===== src/rtl/core/icp_pkg.sv =====
// shared types, constants and helpers for the interrupt controller table parser
package icp_pkg;

    // record limits
    localparam int ICP_MAX_PROC = 64;
    localparam int ICP_MAX_IOC  = 16;
    localparam int ICP_CPU_CNT_W = $clog2(ICP_MAX_PROC + 1);
    localparam int ICP_IOC_CNT_W = $clog2(ICP_MAX_IOC + 1);

    // table layout
    localparam logic [31:0] ICP_HEADER_BYTES = 32'd44;
    localparam logic [7:0]  ICP_ENTRY_CPU    = 8'd0;
    localparam logic [7:0]  ICP_ENTRY_IOC    = 8'd1;

    // record kinds
    localparam logic [1:0] ICP_KIND_CPU = 2'd0;
    localparam logic [1:0] ICP_KIND_IOC = 2'd1;
    localparam logic [1:0] ICP_KIND_END = 2'd2;

    // end record status codes
    localparam logic [2:0] ICP_ST_OK        = 3'd0;
    localparam logic [2:0] ICP_ST_BAD_SIG   = 3'd1;
    localparam logic [2:0] ICP_ST_CHECKSUM  = 3'd2;
    localparam logic [2:0] ICP_ST_MALFORMED = 3'd3;
    localparam logic [2:0] ICP_ST_LENGTH    = 3'd4;

    // output queue
    localparam int ICP_Q_DEPTH = 4;
    localparam int ICP_Q_PTR_W = $clog2(ICP_Q_DEPTH);
    localparam int ICP_Q_CNT_W = $clog2(ICP_Q_DEPTH + 1);

    typedef struct packed {
        logic [7:0] data_byte;
        logic       last_byte;
    } icp_in_t;

    typedef struct packed {
        logic [1:0]  record_kind;
        logic [5:0]  slot_index;
        logic [7:0]  apic_id;
        logic        boot_cpu;
        logic        usable;
        logic [31:0] ioapic_address;
        logic [31:0] local_apic_address;
        logic [6:0]  cpu_count;
        logic [4:0]  ioapic_count;
        logic [2:0]  status;
        logic        last_result;
    } icp_out_t;

    // up to two beats produced by one table byte, first one in res0
    typedef struct packed {
        logic [1:0] cnt;
        icp_out_t   res0;
        icp_out_t   res1;
    } icp_push_t;

    // signature "APIC"
    function automatic logic [7:0] icp_sig_byte(input logic [1:0] idx);
        logic [7:0] val;
        unique case (idx)
            2'd0: val = 8'h41;
            2'd1: val = 8'h50;
            2'd2: val = 8'h49;
            default: val = 8'h43;
        endcase
        return val;
    endfunction

endpackage


===== src/rtl/core/icp_parser.sv =====
// input register and per-byte table parsing logic
module icp_parser
    import icp_pkg::*;
(
    input  logic      clk,
    input  logic      rst_n,
    input  logic      item_valid,
    output logic      item_ready,
    input  icp_in_t   item,
    input  logic      space_ok,
    output icp_push_t push
);

    localparam logic [7:0] CPU_ID_POS    = 8'd3;
    localparam logic [7:0] CPU_FLAGS_POS = 8'd4;
    localparam logic [7:0] IOC_ID_POS    = 8'd2;
    localparam logic [7:0] IOC_ADDR_POS  = 8'd4;
    localparam logic [7:0] IOC_LAST_POS  = 8'd7;

    // input register
    logic    vld_reg;
    icp_in_t in_reg;
    logic    adv;

    assign adv        = vld_reg && space_ok;
    assign item_ready = !vld_reg || adv;

    always_ff @(posedge clk or negedge rst_n)
    begin
        if (!rst_n)
        begin
            vld_reg <= 1'b0;
        end
        else if (item_ready)
        begin
            vld_reg <= item_valid;
        end
    end

    always_ff @(posedge clk)
    begin
        if (item_ready && item_valid)
        begin
            in_reg <= item;
        end
    end

    // parser state
    logic [31:0]              offset_reg, offset_next;
    logic [31:0]              tlen_reg, tlen_next;
    logic [7:0]               sum_reg, sum_next;
    logic                     sig_ok_reg, sig_ok_next;
    logic [31:0]              laddr_reg, laddr_next;
    logic [7:0]               etype_reg, etype_next;
    logic [7:0]               elen_reg, elen_next;
    logic [7:0]               epos_reg, epos_next;
    logic [7:0]               eid_reg, eid_next;
    logic [31:0]              eword_reg, eword_next;
    logic [ICP_CPU_CNT_W-1:0] ncpu_reg, ncpu_next;
    logic [ICP_IOC_CNT_W-1:0] nioc_reg, nioc_next;
    logic                     malf_reg, malf_next;

    always_ff @(posedge clk or negedge rst_n)
    begin
        if (!rst_n)
        begin
            offset_reg <= '0;
            tlen_reg   <= '0;
            sum_reg    <= '0;
            sig_ok_reg <= 1'b1;
            laddr_reg  <= '0;
            etype_reg  <= '0;
            elen_reg   <= '0;
            epos_reg   <= '0;
            eid_reg    <= '0;
            eword_reg  <= '0;
            ncpu_reg   <= '0;
            nioc_reg   <= '0;
            malf_reg   <= 1'b0;
        end
        else if (adv)
        begin
            offset_reg <= offset_next;
            tlen_reg   <= tlen_next;
            sum_reg    <= sum_next;
            sig_ok_reg <= sig_ok_next;
            laddr_reg  <= laddr_next;
            etype_reg  <= etype_next;
            elen_reg   <= elen_next;
            epos_reg   <= epos_next;
            eid_reg    <= eid_next;
            eword_reg  <= eword_next;
            ncpu_reg   <= ncpu_next;
            nioc_reg   <= nioc_next;
            malf_reg   <= malf_next;
        end
    end

    logic [7:0]               b;
    logic                     rec_vld;
    icp_out_t                 rec;
    icp_out_t                 fin;
    logic [32:0]              count;
    logic [8:0]               pos_inc;
    logic [7:0]               sum_new;
    logic                     sig_new;
    logic [31:0]              tlen_new;
    logic [31:0]              laddr_new;
    logic [ICP_CPU_CNT_W-1:0] ncpu_new;
    logic [ICP_IOC_CNT_W-1:0] nioc_new;
    logic                     malf_new;
    logic [2:0]               st;

    assign b       = in_reg.data_byte;
    assign count   = {1'b0, offset_reg} + 33'd1;
    assign pos_inc = {1'b0, epos_reg} + 9'd1;

    // header fields, checksum and signature
    always_comb
    begin
        sum_new   = sum_reg + b;
        sig_new   = sig_ok_reg;
        tlen_new  = tlen_reg;
        laddr_new = laddr_reg;
        if (offset_reg < 32'd4 && b != icp_sig_byte(offset_reg[1:0]))
        begin
            sig_new = 1'b0;
        end
        if (offset_reg >= 32'd4 && offset_reg < 32'd8)
        begin
            tlen_new[8*(offset_reg[1:0]) +: 8] = b;
        end
        if (offset_reg >= 32'd36 && offset_reg < 32'd40)
        begin
            laddr_new[8*(offset_reg[1:0]) +: 8] = b;
        end
    end

    // entry walk
    always_comb
    begin
        etype_next = etype_reg;
        elen_next  = elen_reg;
        epos_next  = epos_reg;
        eid_next   = eid_reg;
        eword_next = eword_reg;
        ncpu_new   = ncpu_reg;
        nioc_new   = nioc_reg;
        malf_new   = malf_reg;
        rec_vld    = 1'b0;
        rec        = '0;
        if (epos_reg == 8'd0)
        begin
            // waiting for an entry start
            if (!malf_reg && offset_reg >= ICP_HEADER_BYTES && offset_reg < tlen_reg)
            begin
                etype_next = b;
                eid_next   = '0;
                eword_next = '0;
                epos_next  = 8'd1;
            end
        end
        else if (epos_reg == 8'd1)
        begin
            // entry length byte
            elen_next = b;
            if (b < 8'd2)
            begin
                malf_new  = 1'b1;
                epos_next = 8'd0;
            end
            else
            begin
                epos_next = (b > 8'd2) ? 8'd2 : 8'd0;
            end
        end
        else
        begin
            if (etype_reg == ICP_ENTRY_CPU)
            begin
                if (epos_reg == CPU_ID_POS)
                begin
                    eid_next = b;
                end
                if (epos_reg == CPU_FLAGS_POS && b[1:0] != 2'b00
                    && ncpu_reg < ICP_CPU_CNT_W'(ICP_MAX_PROC))
                begin
                    rec_vld          = 1'b1;
                    rec.record_kind  = ICP_KIND_CPU;
                    rec.slot_index   = 6'(ncpu_reg);
                    rec.apic_id      = eid_reg;
                    rec.boot_cpu     = b[0];
                    rec.usable       = 1'b1;
                    ncpu_new         = ncpu_reg + 1'b1;
                end
            end
            else if (etype_reg == ICP_ENTRY_IOC)
            begin
                if (epos_reg == IOC_ID_POS)
                begin
                    eid_next = b;
                end
                if (epos_reg >= IOC_ADDR_POS && epos_reg <= IOC_LAST_POS)
                begin
                    eword_next[8*(epos_reg[1:0]) +: 8] = eword_reg[8*(epos_reg[1:0]) +: 8] | b;
                end
                if (epos_reg == IOC_LAST_POS && nioc_reg < ICP_IOC_CNT_W'(ICP_MAX_IOC))
                begin
                    rec_vld            = 1'b1;
                    rec.record_kind    = ICP_KIND_IOC;
                    rec.slot_index     = 6'(nioc_reg);
                    rec.apic_id        = eid_reg;
                    rec.ioapic_address = eword_next;
                    nioc_new           = nioc_reg + 1'b1;
                end
            end
            if (pos_inc >= {1'b0, elen_reg})
            begin
                epos_next = 8'd0;
            end
            else
            begin
                epos_next = pos_inc[7:0];
            end
        end
        // a last byte ends any entry in progress
        if (in_reg.last_byte)
        begin
            etype_next = '0;
            elen_next  = '0;
            epos_next  = '0;
            eid_next   = '0;
            eword_next = '0;
        end
    end

    // end record status
    always_comb
    begin
        priority if (!sig_new || count < 33'd4)
        begin
            st = ICP_ST_BAD_SIG;
        end
        else if (sum_new != 8'd0)
        begin
            st = ICP_ST_CHECKSUM;
        end
        else if (malf_new)
        begin
            st = ICP_ST_MALFORMED;
        end
        else if (count != {1'b0, tlen_new} || count < {1'b0, ICP_HEADER_BYTES})
        begin
            st = ICP_ST_LENGTH;
        end
        else
        begin
            st = ICP_ST_OK;
        end
    end

    always_comb
    begin
        fin                    = '0;
        fin.record_kind        = ICP_KIND_END;
        fin.local_apic_address = laddr_new;
        fin.cpu_count          = 7'(ncpu_new);
        fin.ioapic_count       = 5'(nioc_new);
        fin.status             = st;
        fin.last_result        = 1'b1;
    end

    // next state: a last byte returns everything to reset values
    always_comb
    begin
        offset_next = (offset_reg != 32'hFFFF_FFFF) ? offset_reg + 32'd1 : offset_reg;
        tlen_next   = tlen_new;
        sum_next    = sum_new;
        sig_ok_next = sig_new;
        laddr_next  = laddr_new;
        ncpu_next   = ncpu_new;
        nioc_next   = nioc_new;
        malf_next   = malf_new;
        if (in_reg.last_byte)
        begin
            offset_next = '0;
            tlen_next   = '0;
            sum_next    = '0;
            sig_ok_next = 1'b1;
            laddr_next  = '0;
            ncpu_next   = '0;
            nioc_next   = '0;
            malf_next   = 1'b0;
        end
    end

    // beats handed to the output queue
    always_comb
    begin
        push      = '0;
        push.res0 = rec;
        push.res1 = fin;
        if (adv)
        begin
            if (in_reg.last_byte)
            begin
                if (rec_vld)
                begin
                    push.cnt = 2'd2;
                end
                else
                begin
                    push.cnt  = 2'd1;
                    push.res0 = fin;
                end
            end
            else if (rec_vld)
            begin
                push.cnt              = 2'd1;
                push.res0.last_result = 1'b1;
            end
        end
    end

endmodule


===== src/rtl/core/icp_out_queue.sv =====
// small output queue taking up to two beats per cycle and giving one per cycle while result_ready is high
module icp_out_queue
    import icp_pkg::*;
(
    input  logic      clk,
    input  logic      rst_n,
    input  icp_push_t push,
    output logic      space_ok,
    output logic      result_valid,
    input  logic      result_ready,
    output icp_out_t  result
);

    icp_out_t               q_reg [ICP_Q_DEPTH];
    logic [ICP_Q_PTR_W-1:0] wr_reg, wr_next;
    logic [ICP_Q_PTR_W-1:0] rd_reg, rd_next;
    logic [ICP_Q_CNT_W-1:0] cnt_reg, cnt_next;
    logic [ICP_Q_PTR_W-1:0] wr_second;
    logic                   pop;

    assign result_valid = (cnt_reg != '0);
    assign result       = q_reg[rd_reg];
    assign pop          = result_valid && result_ready;
    // room for two more beats
    assign space_ok     = (cnt_reg <= ICP_Q_CNT_W'(ICP_Q_DEPTH - 2));
    assign wr_second    = wr_reg + 1'b1;

    // pointers and fill count
    always_comb
    begin
        wr_next  = wr_reg + ICP_Q_PTR_W'(push.cnt);
        rd_next  = pop ? rd_reg + 1'b1 : rd_reg;
        cnt_next = cnt_reg + ICP_Q_CNT_W'(push.cnt) - ICP_Q_CNT_W'(pop);
    end

    always_ff @(posedge clk or negedge rst_n)
    begin
        if (!rst_n)
        begin
            wr_reg  <= '0;
            rd_reg  <= '0;
            cnt_reg <= '0;
        end
        else
        begin
            wr_reg  <= wr_next;
            rd_reg  <= rd_next;
            cnt_reg <= cnt_next;
        end
    end

    // storage
    always_ff @(posedge clk)
    begin
        if (push.cnt != 2'd0)
        begin
            q_reg[wr_reg] <= push.res0;
        end
        if (push.cnt == 2'd2)
        begin
            q_reg[wr_second] <= push.res1;
        end
    end

endmodule


===== src/rtl/core/interrupt_controller_table_parser_core.sv =====
// top level of the interrupt controller table parser
// Takes one table byte per cycle, first signature byte first, while the
// output queue has room: a byte sits in the input register, where the
// checksum, header capture and entry walk are done, and its beats go to a
// four-deep output queue. A byte yields at most two beats (a processor or I/O
// controller record, then the end record on the last byte); item_ready drops
// while a byte waits and the queue holds more than two beats, so a stalled
// result side holds back the input after a few bytes. Records are issued before
// the checksum is known: discard them when the end record's status is not zero.
module interrupt_controller_table_parser_core
    import icp_pkg::*;
(
    input  logic     clk,
    input  logic     rst_n,
    input  logic     item_valid,
    output logic     item_ready,
    input  icp_in_t  item,
    output logic     result_valid,
    input  logic     result_ready,
    output icp_out_t result
);

    icp_push_t push;
    logic      space_ok;

    // byte parser
    icp_parser u_parser (
        .clk        (clk),
        .rst_n      (rst_n),
        .item_valid (item_valid),
        .item_ready (item_ready),
        .item       (item),
        .space_ok   (space_ok),
        .push       (push)
    );

    // result queue
    icp_out_queue u_queue (
        .clk          (clk),
        .rst_n        (rst_n),
        .push         (push),
        .space_ok     (space_ok),
        .result_valid (result_valid),
        .result_ready (result_ready),
        .result       (result)
    );

endmodule

===== config.mk =====
export PLATFORM = sky130hd
export DESIGN_NAME = interrupt_controller_table_parser_core
export DESIGN_NICKNAME = d
export VERILOG_FILES = /design/src/rtl/core/icp_pkg.sv /design/src/rtl/core/icp_parser.sv /design/src/rtl/core/icp_out_queue.sv /design/src/rtl/core/interrupt_controller_table_parser_core.sv
export SDC_FILE = /design/constraint.sdc
export NUM_CORES = 1
export LEC_CHECK = 0
export ABC_AREA = 1
export BUFFER_PORTS_ARGS = -buffer_cell sky130_fd_sc_hd__buf_2
export CORE_MARGIN = 3
export CORE_UTILIZATION = 38
export CTS_BUF_LIST = sky130_fd_sc_hd__clkbuf_4
export DETAILED_ROUTE_END_ITERATION = 7
export GPL_ROUTABILITY_DRIVEN = 0
export PLACE_DENSITY_LB_ADDON = 0.05
export SLEW_MARGIN = 20
export SYNTH_ARGS = -nofsm -noshare
export SYNTH_HDL_FRONTEND = slang
export SYNTH_SLANG_ARGS = --single-unit

===== constraint.sdc =====
create_clock -name clk -period 10 [get_ports clk]
set_input_delay 0.5 -clock clk [delete_from_list [all_inputs] [get_ports clk]]
set_output_delay 0.5 -clock clk [all_outputs]
set_load 0.005 [all_outputs]

==> results of run 1 <==
-- through the flow --
stage               hold slack (ns)  worst slack, ns  area (um2)  power [mW]
finish                        0.156             3.30       32300        8.74
floorplan                     0.204             5.26       28900        5.12
global placement              0.424             3.54       30000        6.41
CTS                           0.105             3.28       32300        8.82
detailed placement            0.430             3.32       30000        6.44
global route                  0.195             2.73       32300        9.33
-- routing by layer --
| layer | track usage, % | wire length, um | up-vias |
|---|---|---|---|
| met5 | 0 | 0 | - |
| met4 | 8.04 | 2400 | 0 |
| met3 | 4.43 | 5130 | 171 |
| met2 | 39.5 | 45600 | 767 |
| met1 | 31.1 | 42000 | 12400 |
| li1 | - | - | 12100 |
-- report_power, final --
part           internal, mW  switching, mW
Sequential             2.75          0.193
Combinational         0.992           2.47
Clock                  1.26           1.07
Total                  5.00           3.74
-- cell usage after synthesis, types with 27 or more instances --
cell type / count / area, um2
a21oi_1: 68 / 340
buf_2: 29 / 145
clkbuf_1: 128 / 480
dfrtp_1: 189 / 4730
dfxtp_1: 204 / 4080
edfxtp_1: 197 / 5920
ha_1: 70 / 876
inv_1: 248 / 931
nand2_1: 625 / 2350
nand3_1: 138 / 691
nor2_1: 514 / 1930
o21ai_0: 572 / 2860
o21ai_1: 27 / 135
o22ai_1: 219 / 1370
xor2_1: 32 / 280
-- cell usage in the layout, fill, tap and decap left out, types with 8 or more instances in the layout --
master	instances
nand2_1	621
o21ai_0	572
nor2_1	513
clkbuf_4	260
inv_1	245
o22ai_1	219
dfxtp_1	204
edfxtp_1	197
dfrtp_1	187
nand3_1	138
buf_2	111
ha_1	70
a21oi_1	68
xor2_1	32
o21ai_1	27
buf_4	27
nor3_1	25
inv_2	20
clkinv_1	18
nand4_1	15
nand2_2	13
dlygate4sd3_1	12
nor2_4	11
nor2_2	9
o31ai_1	9
nor4_1	8
o32ai_1	8
-- cells by family after synthesis --
logic type / after synthesis / synth area share, %
and+or+nand+nor: 1379 / 20.1
AOI/OAI and AO/OA: 927 / 17.5
DFF: 591 / 51.1
buffers and inverters: 464 / 6.79
adders and majority gates: 72 / 3.17
xor gates and xnor gates: 40 / 1.24
-- worst min path at each step --
| stage | end | startpoint |
|---|---|---|
| 2_1_floorplan | u_parser.eid_reg[0] | rst_n |
| 3_3_place_gp | u_queue.q_reg[1][80] | u_queue.q_reg[1][80] |
| 3_5_place_dp | u_queue.q_reg[1][80] | u_queue.q_reg[1][80] |
| 4_1_cts | u_parser.tlen_reg[19] | rst_n |
| 5_1_grt | u_parser.offset_reg[12] | rst_n |
| 6_report | u_parser.offset_reg[17] | rst_n |
-- critical path: cells and delay by family, from the launching register on --
kind / cells / cell delay (ns)
buffers and inverters: 7 / 3.34
flip-flops: 1 / 0.90
AND/OR/NAND/NOR: 9 / 0.96
adder cells (fa/ha/maj): 2 / 0.88
AO/OA/AOI/OAI: 2 / 0.44
-- final cells by class --
class | instances | area (um2)
fill | 7683 | 42500
sequential | 591 | 14800
multi-input combinational | 2418 | 12200
clock buffer | 260 | 1950
tap | 969 | 1210
inverter | 272 | 1040
timing repair buffer | 151 | 892
clock inverter | 32 | 258
antenna | 5 | 12.5
==> reports/metrics.cfg, run 1 <==
[sta]
final_max_slew_viol_count=0
clock.fmax_mhz=149
fin_crit_ns=6.70
tns_ns=0
clock-skew-final_ns=0.0791
final-setup-viol-count=0
slew_headroom_pct=23.9
rsz0062_at_grt=no
fin_crit_sh_pct=67.0
worstMarginPinSlew_ns=1.14
finalHoldViolations=0

[floorplanning]
die_w_um=282
ios=113
num_rows=100
initial_utilization_pct=38.6
core-area_um2=74800
die_area_um2=79300
die-height_um=282

[cts]
htreeDepth=4
cts_root_buf=clkbuf_4
ctsHoldBuffers=12
numCtsBuffers=168
post_cts_resize_count=0
post_cts_buffers=0
clock-sinks=591
clkSlewWorstSetupHoldPaths_ns=0.05
clk_latency_ns=1.02
cts_tree=yes
clockBufferDepth=3

[drt]
wire_per_inst_um=20.2
drcViolationCount=0
vias=25400
ant_nets=0
dr.pass1.iters=5
routed_wl_mm=95.0
first_iter_violations=1946
viasPerCell=5.42

[final_layout]
final_cells=4698
largest_reg_flops=392
area_growth_pct=12.0
fin_nets=3687
drive_above_1_share_pct=13.6
post-route-util_pct=43.2

[setup_path]
r2r_start=u_parser.epos_reg[0]
worst-setup-path-type=flip-flop to flip-flop
timing.rr.end=u_queue.q_reg[0][70]
cp_cell_sequence=inv_1 > ha_1 > inv_2 > nor2_8 > nor2_4 > inv_2 > nor2_4 > nand2_4 > inv_2 > nor2_4 > ha_1 > nor2_8 > a21oi_4 > nor2_4 > inv_2 > nand2_2 > buf_4 > inv_2 > nand2_1 > o21ai_0
cp-end-kind=flip-flop
critPathRequiredTime_ns=10.87
cp.arrival_ns=7.57
endpoint=u_queue.q_reg[0][70]
startpoint=u_parser.epos_reg[0]
r2r_cells=20
critical_path.max_stage_delay_ns=0.90
cpMaxStageDelayCell=dfrtp_1
crit_top_cell=inv_2
path_max_fanout=49
startpoint_type=flip-flop
reg2reg_slack_ns=3.30

[placement]
portBuffers=112
dp_cells=4389
dpl.hpwl_mm=60.7

[global_route]
track_usage_pct=23.7
grt_max_degree=104
grt_pass1_wl_mm=146
antenna_found_initial=3
grt_pass1_vias=24800
overflow=0

[logic_synthesis]
postSynthAreaPerCell_um2=8.31
yosys_warnings=0
ys_seq_elements=591
syn_area_um2=28900
synth.distinct_cells=59
yosysSeqAreaShare_pct=51.1
synth_edf_count=197
syn_nets=3558
synth-main-ff-cell=dfxtp_1
async_flop_share_pct=32.1
syn-instance-count=3473

[pwr]
ir_worst_vdd_v=0.000123
p_per_area_nw_per_um2=270
power_leakage_nw=12.9

[hold_path]
min-delay-path-class=input port to asynchronous set/reset pin

[flow_run]
drv_cap=0

[outcome]
status=finished clean

Power figures use the tool's default switching activity.
==> run 2: changes to the inputs <==
- clock period: 10 -> 5.9 ns (I/O delays scaled with it)
==> reports/metrics.cfg, run 2 (synthesized netlist as in run 1, its figures left out) <==
[outcome]
status=finished clean  ; unchanged

[drt]
routed_wl_mm=95.7  ; was 95.0 mm
wire_per_inst_um=20.2  ; about the same
ant_nets=0  ; unchanged
dr.pass1.iters=5  ; unchanged
first_iter_violations=1925  ; was 1946
vias=25500  ; was 25400
viasPerCell=5.38  ; was 5.42
drcViolationCount=0  ; unchanged

[flow_run]
drv_cap=0  ; unchanged

[cts]
htreeDepth=4  ; unchanged
numCtsBuffers=170  ; was 168
clock-sinks=591  ; unchanged
ctsHoldBuffers=24  ; was 12
clockBufferDepth=3  ; unchanged
clk_latency_ns=1.05  ; was 1.02 ns
post_cts_resize_count=0  ; unchanged
post_cts_buffers=0  ; unchanged
clkSlewWorstSetupHoldPaths_ns=0.07  ; was 0.05 ns
cts_root_buf=clkbuf_4  ; unchanged
cts_tree=yes  ; unchanged

[floorplanning]
num_rows=100  ; unchanged
ios=113  ; unchanged
die-height_um=282  ; unchanged
die_w_um=282  ; unchanged
initial_utilization_pct=38.6  ; unchanged
die_area_um2=79300  ; unchanged
core-area_um2=74800  ; unchanged

[final_layout]
largest_reg_flops=392  ; unchanged
regArea_um2=14800  ; unchanged
post-route-util_pct=43.5  ; was 43.2%
final_cells=4733  ; was 4698
multi_input_area_um2=12200  ; about the same
final_cell_area_um2=32600  ; was 32300 um2
drive_above_1_share_pct=13.9  ; was 13.6%
layout_common_cells=nand2_1, o21ai_0, nor2_1  ; unchanged
area_growth_pct=12.9  ; was 12.0%
fin_nets=3714  ; was 3687
fill_cells=7620  ; was 7683
layout_commonest_cell=nand2_1  ; unchanged

[pwr]
power_leakage_nw=13.1  ; was 12.9 nW
p_per_area_nw_per_um2=456  ; was 270 nW/um2
power_mw=14.8  ; was 8.74 mW
ir_worst_vdd_v=0.000332  ; was 0.000123 V

[hold_path]
min-delay-path-class=input port to flip-flop  ; was input port to asynchronous set/reset pin
min_from=result_ready

[global_route]
grt_max_degree=96  ; was 104
track_usage_pct=24.2  ; was 23.7%
grt_pass1_vias=25600  ; was 24800
antenna_found_initial=1  ; was 3
grt_pass1_wl_mm=149  ; was 146 mm
overflow=0  ; unchanged

[setup_path]
cp.arrival_ns=5.93  ; was 7.57 ns
startpoint_type=flip-flop  ; unchanged
startpoint=u_parser.epos_reg[0]  ; unchanged
cp-end-kind=flip-flop  ; unchanged
path_max_fanout=48  ; was 49
critPathRequiredTime_ns=6.72  ; was 10.87 ns
r2r_start=u_parser.epos_reg[0]  ; unchanged
reg2reg_slack_ns=0.79  ; was 3.30 ns
worst-setup-path-type=flip-flop to flip-flop  ; unchanged

[placement]
dpl.hpwl_mm=61.0  ; was 60.7 mm
placed_cell_area_um2=30100  ; was 30000 um2
dp_slack_ns=0.828  ; was 3.32 ns
dp_cells=4402  ; was 4389
portBuffers=112  ; unchanged

[sta]
final_max_slew_viol_count=0  ; unchanged
fin_crit_sh_pct=86.6  ; was 67.0%
fin_crit_ns=5.11  ; was 6.70 ns
final-setup-viol-count=0  ; unchanged
clock.fmax_mhz=196  ; was 149 MHz
hold_slack_ns=0.311  ; was 0.156 ns
final.setup.worst_slack_ns=0.792  ; was 3.30 ns
clock-skew-final_ns=0.0921  ; was 0.0791 ns
finalHoldViolations=0  ; unchanged
tns_ns=0  ; unchanged
worstMarginPinSlew_ns=1.18  ; was 1.14 ns
rsz0062_at_grt=no  ; unchanged
slew_headroom_pct=21.3  ; was 23.9%

-- run 2: cell count changes in the layout (fill, tap and decap cells not counted), moves of 4 or more --
cell,before,now
buf_4,27,39
clkbuf_4,260,264
clkinv_1,18,26
dlygate4sd3_1,12,23
inv_2,20,24
-- run 2: area by class of cell --
class                           instances  area share, %
Antenna cell                            4         0.0307
Clock buffer                          264           6.09
Clock inverter                         39          0.765
Inverter                              272           3.17
Multi-Input combinational cell       2418           37.4
Sequential cell                       591           45.3
Tap cell                              969           3.72
Timing Repair Buffer                  176           3.50
-- run 2: worst paths after layout --
check | endpoint | cells after the start
max in group asynchronous | u_parser.laddr_reg[28] | 4
worst min-delay path | u_queue.rd_reg[0] | 4
worst min register to register | u_queue.q_reg[1][57] | 2
min in group asynchronous | u_parser.sig_ok_reg | 3
worst max-delay path | u_queue.q_reg[0][78] | 24
worst max register to register | u_queue.q_reg[0][78] | 24
-- run 2: routing by layer --
metal  wire length, um  track usage [%]  share of wire, %  up-vias
met1             42300             31.4                44    12400
li1                  -                -                 -    12200
met4              2750             9.34               2.9        0
met2             45800             40.4                48      702
met5                 0                0                 0        -
met3              4890             4.35               5.1      186
-- run 2: critical path: stages, from the launching register on --
cell,delay (ns)
dfrtp_1,0.89
inv_1,0.08
buf_4,0.23
ha_1,0.35
inv_2,0.32
nor2_8,0.09
nor2_4,0.21
nand2_2,0.11
inv_2,0.08
nand2_2,0.07
inv_2,0.15
nor2_4,0.07
inv_4,0.12
ha_1,0.23
nand2_1,0.12
nor2_1,0.16
inv_1,0.09
nor2_1,0.28
inv_1,0.12
nand2_2,0.09
buf_4,0.38
inv_2,0.04
buf_4,0.36
nand2_1,0.15
o21ai_0,0.09
-- run 2: report_power, final --
group	internal (mW)	switching [mW]	total, mW
clock network	2.09	1.89	3.98
registers	4.65	0.308	4.96
logic	1.72	4.19	5.91
total	8.46	6.38	14.8
